===== config.mk =====
export PLATFORM = sky130hd
export DESIGN_NAME = sorv_div
export DESIGN_NICKNAME = d
export VERILOG_FILES = /design/src/rtl/core/sorv_div.sv
export SDC_FILE = /design/constraint.sdc
export NUM_CORES = 2
export LEC_CHECK = 0
export ABC_AREA = 1
export BUFFER_PORTS_ARGS = -buffer_cell sky130_fd_sc_hd__buf_4
export CAP_MARGIN = 15
export CORE_MARGIN = 2
export CORE_UTILIZATION = 59
export CTS_BUF_LIST = sky130_fd_sc_hd__clkbuf_8
export CTS_CLUSTER_DIAMETER = 200
export DETAILED_ROUTE_END_ITERATION = 7
export GPL_TIMING_DRIVEN = 1
export PLACE_DENSITY_LB_ADDON = 0.2
export SYNTH_ARGS = -nofsm -noshare
export SYNTH_HDL_FRONTEND = slang
export SYNTH_SLANG_ARGS = --single-unit

===== constraint.sdc =====
create_clock -name clk -period 10.5 [get_ports clk]
set_input_delay 1.05 -clock clk [delete_from_list [all_inputs] [get_ports clk]]
set_output_delay 1.05 -clock clk [all_outputs]
set_load 0.02 [all_outputs]

===== src/rtl/core/sorv_div.sv =====
// Pipelined restoring divider: BPS quotient bits per stage; caller keeps starting remainder below divisor (unchecked).
`timescale 1ns / 1ps
module sorv_div #(
  parameter int DW  = 13,
  parameter int QW  = 32,
  parameter int BPS = 4
) (
  input  logic          clk,
  input  logic          en,
  input  logic [DW-1:0] rem_in,
  input  logic [QW-1:0] low_in,
  input  logic [DW-1:0] dvs_in,
  output logic [QW-1:0] quo_out
);

  localparam int NST = (QW + BPS - 1) / BPS;

  logic [DW-1:0] rem_p [0:NST];
  logic [QW-1:0] low_p [0:NST];
  logic [QW-1:0] quo_p [0:NST];
  logic [DW-1:0] dvs_p [0:NST];

  assign rem_p[0] = rem_in;
  assign low_p[0] = low_in;
  assign quo_p[0] = '0;
  assign dvs_p[0] = dvs_in;

  for (genvar k = 0; k < NST; k++) begin : g_stage
    logic [DW-1:0] rem_c, rem_r, dvs_r;
    logic [QW-1:0] low_c, quo_c, low_r, quo_r;
    logic [DW:0]   trial;

    // Shift-compare-subtract, one quotient bit per step
    always_comb begin
      rem_c = rem_p[k];
      low_c = low_p[k];
      quo_c = quo_p[k];
      trial = '0;
      for (int j = 0; j < BPS; j++) begin
        if (k * BPS + j < QW) begin
          trial = {rem_c, low_c[QW-1]};
          low_c = {low_c[QW-2:0], 1'b0};
          if (trial >= {1'b0, dvs_p[k]}) begin
            rem_c = DW'(trial - {1'b0, dvs_p[k]});
            quo_c = {quo_c[QW-2:0], 1'b1};
          end else begin
            rem_c = trial[DW-1:0];
            quo_c = {quo_c[QW-2:0], 1'b0};
          end
        end
      end
    end

    always_ff @(posedge clk) begin
      if (en) begin
        rem_r <= rem_c;
        low_r <= low_c;
        quo_r <= quo_c;
        dvs_r <= dvs_p[k];
      end
    end

    assign rem_p[k+1] = rem_r;
    assign low_p[k+1] = low_r;
    assign quo_p[k+1] = quo_r;
    assign dvs_p[k+1] = dvs_r;
  end

  assign quo_out = quo_p[NST];

endmodule


==> metrics.md <==
| Metric | Value |
|---|---|
| Status | `completed` |
| Arithmetic-cell share of the synthesized area counting full adders, half adders and majority gates | `14.87%` |
| Clock root cell | `sky130_fd_sc_hd__clkbuf_8` |
| Max-slew headroom at the worst pin | `29.48%` |
| Num Clock Sinks | `438` |
| Syn avg cell area | `7.728 µm²` |
| Placed cell count | `5967` |
| Compound-gate portion of the synthesized area | `10.35%` |
| Port Buffers | `91` |
| Largest family of logic cells by synthesized area | `simple AND/OR/NAND/NOR gates` |
| Type of origin of the critical path | `register` |
| Maximum number of pins on one net before global-route repair | `87` |
| Hold Path Origin | `g_stage[3].low_r[18]` |
| Initial Util | `59.60%` |
| Combined buffer and inverter count along the critical path | `1` |
| Detailed router's first-iteration violation count | `2489` |
| Arrival time reported for the critical path endpoint | `9.64 ns` |
| Count of flip-flops with a built-in enable after synthesis | `438` |
| Synthesized area | `0.03919 mm²` |
| Total setup buffers inserted after CTS | `0` |
| Hold Crit Depth | `0` |
| Core area | `0.06575 mm²` |
| Critical register-to-register path startpoint | `g_stage[1].dvs_r[1]` |
| Detail-routed net length per standard cell | `15.62 µm` |
| Worst min-delay path category | `register to register` |
| Die outline area | `0.06850 mm²` |
| Global placement routability congestion | `0.9473` |
| Capture instance of the worst register-to-register path | `g_stage[2].rem_r[5]` |
| # IOs | `92` |
| Worst Skew | `0.04850 ns` |
| Count of antenna-violating nets left after detailed routing | `0` |
| Overall fraction of global-route tracks in use | `27.88%` |
| Die span in y | `261.7 µm` |
| Maximum count of clock buffers along a single path | `3` |
| Antenna violations before repair | `1` |
| Category of the critical setup timing path | `register to register` |
| Top cell family by delay on the critical path | `compound AO/OA/AOI/OAI gates` |
| Critical Path Sink Type | `register` |
| Layout cell share with drive strength beyond 1 | `7.242%` |
| Total of flip-flops plus latches after synthesis | `438` |
| Wire length of the first global-routing pass | `154.4 mm` |
| Post-Synth XOR/XNOR Area | `6.459%` |
| Number of maximum-capacitance violations | `0` |
| Number of iterations in the first detailed-routing pass | `6` |
| Final worst-path cycle share | `86.81%` |
| Cell depth of the worst flop-to-flop path | `40` |
| CP required | `11.02 ns` |
| Number of buffers inserted by hold repair at cts | `0` |
| Area growth syn-to-layout | `7.232%` |
| Mux contribution to synthesized area | `0%` |
| Number of CTS-inserted buffers | `76` |
| Via count of the first global-routing pass | `31.12k` |
| Cell with the largest stage delay on the worst path | `sky130_fd_sc_hd__a21oi_2` |
| Half-perimeter wire length after detailed placement | `76.28 mm` |
| Nets in the synthesized netlist | `5578` |
| Final hold violation count | `0` |
| Clock latency reported for the late side of the worst-skew pair | `0.68 ns` |
| Ys flop type | `sky130_fd_sc_hd__edfxtp_1` |
| CP dominant cell by count | `sky130_fd_sc_hd__nand2_1` |
| Total congestion overflow after global routing | `0` |
| Non-filler cells in the finished layout | `6098` |
| Endpoint with the worst hold slack | `g_stage[4].low_r[22]` |
| Share of the yosys chip area belonging to registers | `33.56%` |
| Max frequency | `109.7 MHz` |
| Critical path peak fanout | `23` |
| Gate count after technology mapping | `5071` |
| Nets@finish | `5688` |
| Std cell rows | `94` |
| Die width | `261.7 µm` |
| Total wirelength of the detailed-routed design | `95.23 mm` |
| Total setup violations reported at the end of the flow | `0` |
| Remaining routing DRC violations | `0` |
| Via/cell ratio | `5.454` |
| Min Clock Period, post-route | `9.115 ns` |
| Setup TNS after final layout | `0 ns` |
| Post-synth cell types | `55` |
| Clk pin slew, worst setup/hold paths | `0.06 ns` |
| Transition time at the pin with the least slew margin | `1.058 ns` |
| Unrepaired setup endpoints after global routing | `false` |
| Area fraction in and, or, nand and nor cells after synthesis | `26.82%` |
| Max Slew Vio Count | `0` |
| CP max stage delay | `0.65 ns` |
| Clock tree from TritonCTS | `yes` |
| Flop-to-flop setup slack | `1.39 ns` |
| Via count | `33.26k` |
| Yosys warning total | `0` |
| Share of synthesized registers carrying an async set or reset | `0%` |
| Post-CTS sizing | `0` |
| CTS H-tree lvls | `3` |
cells in the mapped netlist, types with 11 or more instances:
master / instances / area share (%)
sky130_fd_sc_hd__nand2_1: 1581 / 15
sky130_fd_sc_hd__inv_1: 689 / 6.6
sky130_fd_sc_hd__edfxtp_1: 438 / 34
sky130_fd_sc_hd__ha_1: 416 / 13
sky130_fd_sc_hd__nand3_1: 301 / 3.8
sky130_fd_sc_hd__nor2_1: 299 / 2.9
sky130_fd_sc_hd__a21oi_1: 282 / 3.6
sky130_fd_sc_hd__o21ai_0: 172 / 2.2
sky130_fd_sc_hd__xor2_1: 146 / 3.3
sky130_fd_sc_hd__xnor2_1: 143 / 3.2
sky130_fd_sc_hd__nand4_1: 92 / 1.5
sky130_fd_sc_hd__a21o_1: 36 / 0.69
sky130_fd_sc_hd__o21ai_2: 33 / 0.74
sky130_fd_sc_hd__fa_1: 31 / 1.6
sky130_fd_sc_hd__o21ai_1: 30 / 0.38
sky130_fd_sc_hd__buf_2: 29 / 0.37
sky130_fd_sc_hd__a31oi_1: 27 / 0.43
sky130_fd_sc_hd__nand3_2: 26 / 0.66
sky130_fd_sc_hd__nand3b_1: 23 / 0.44
sky130_fd_sc_hd__o21bai_1: 23 / 0.44
sky130_fd_sc_hd__nand2_2: 22 / 0.35
sky130_fd_sc_hd__buf_4: 21 / 0.40
sky130_fd_sc_hd__or2_2: 19 / 0.30
sky130_fd_sc_hd__nor3_1: 18 / 0.23
sky130_fd_sc_hd__inv_2: 17 / 0.16
sky130_fd_sc_hd__o2111ai_1: 16 / 0.36
sky130_fd_sc_hd__nor2_2: 14 / 0.22
sky130_fd_sc_hd__a21oi_2: 13 / 0.29
sky130_fd_sc_hd__and2_1: 12 / 0.19
sky130_fd_sc_hd__buf_6: 11 / 0.32
sky130_fd_sc_hd__nand3_4: 11 / 0.49
how the worst max path moves through the flow:
stage / from / end / slack, ns / cells after the start
after CTS: g_stage[1].dvs_r[1] / g_stage[2].rem_r[8] / 1.49 / 40
after global routing: g_stage[0].dvs_r[1] / g_stage[1].rem_r[11] / 0.42 / 39
after global placement: low_in[31] / g_stage[0].rem_r[0] / 1.48 / 44
after detailed placement: low_in[31] / g_stage[0].rem_r[8] / 1.29 / 44
after floorplan: low_in[31] / g_stage[0].rem_r[7] / 2.69 / 53
final: g_stage[1].dvs_r[1] / g_stage[2].rem_r[5] / 1.39 / 40
worst reg2reg max path: cells and delay by family, from the launching register on:
kind	cells	cell delay, ns
buf+inv	1	0.26
compound gates	11	3.39
simple gates	24	3.21
fa+ha+maj	4	1.55
flops	1	0.58
stage by stage:
step / util, % / setup WS, ns / hold slack [ns] / cell area, µm²
CTS: 63.91 / 1.485 / 0.3924 / 42020
detailed placement: 61.69 / 1.286 / 0.4045 / 40560
floorplan: - / 2.695 / 0.4003 / 39190
global route: 63.92 / 0.4198 / 0.4002 / 42020
global placement: 61.69 / 1.482 / 0.4003 / 40560
finish: 63.92 / 1.385 / 0.3927 / 42020
cells in the final DEF, fill, tap and decap left out, types with 30 or more instances in the layout:
master	count
sky130_fd_sc_hd__nand2_1	1581
sky130_fd_sc_hd__edfxtp_1	438
sky130_fd_sc_hd__xnor2_1	143
sky130_fd_sc_hd__o21ai_0	172
sky130_fd_sc_hd__inv_1	709
sky130_fd_sc_hd__o21ai_2	33
sky130_fd_sc_hd__clkbuf_8	77
sky130_fd_sc_hd__ha_1	416
sky130_fd_sc_hd__nor2_1	299
sky130_fd_sc_hd__nand4_1	92
sky130_fd_sc_hd__fa_1	31
sky130_fd_sc_hd__a21oi_1	282
sky130_fd_sc_hd__xor2_1	146
sky130_fd_sc_hd__nand3_1	301
sky130_fd_sc_hd__buf_4	97
sky130_fd_sc_hd__a21o_1	36
sky130_fd_sc_hd__o21ai_1	30
area by class of cell:
type	instances	area [µm²]
fill	5882	23720
clock inverter	53	404.1
multi-input combinational	3860	22920
clock buffer	77	1060
timing repair buffer	98	743.2
sequential	438	13150
inverter	707	2656
tap	864	1081
antenna	1	2.502
flip-flops by register name, indices dropped and copies added (netlist names):
signal         cells
g_stage.rem_r     91
quo_out           32
g_stage.low_r    112
g_stage.dvs_r     91
g_stage.quo_r    112
cell families after synthesis:
group / Yosys count
compound gates: 685
simple gates: 2439
xor+xnor: 289
buf+inv: 773
fa+ha+maj: 447
flops: 438
layer usage:
metal,GRT usage (%),part of all wire (%),vias to the layer above
li1,-,-,17097
met1,37.30,46,15149
met2,46.50,46,852
met3,3.540,4.6,161
met4,10.05,3.4,0
met5,0,0,-
Power is not shown: default switching activity piles up to over one toggle a cycle in this logic, so the estimate is an artifact.
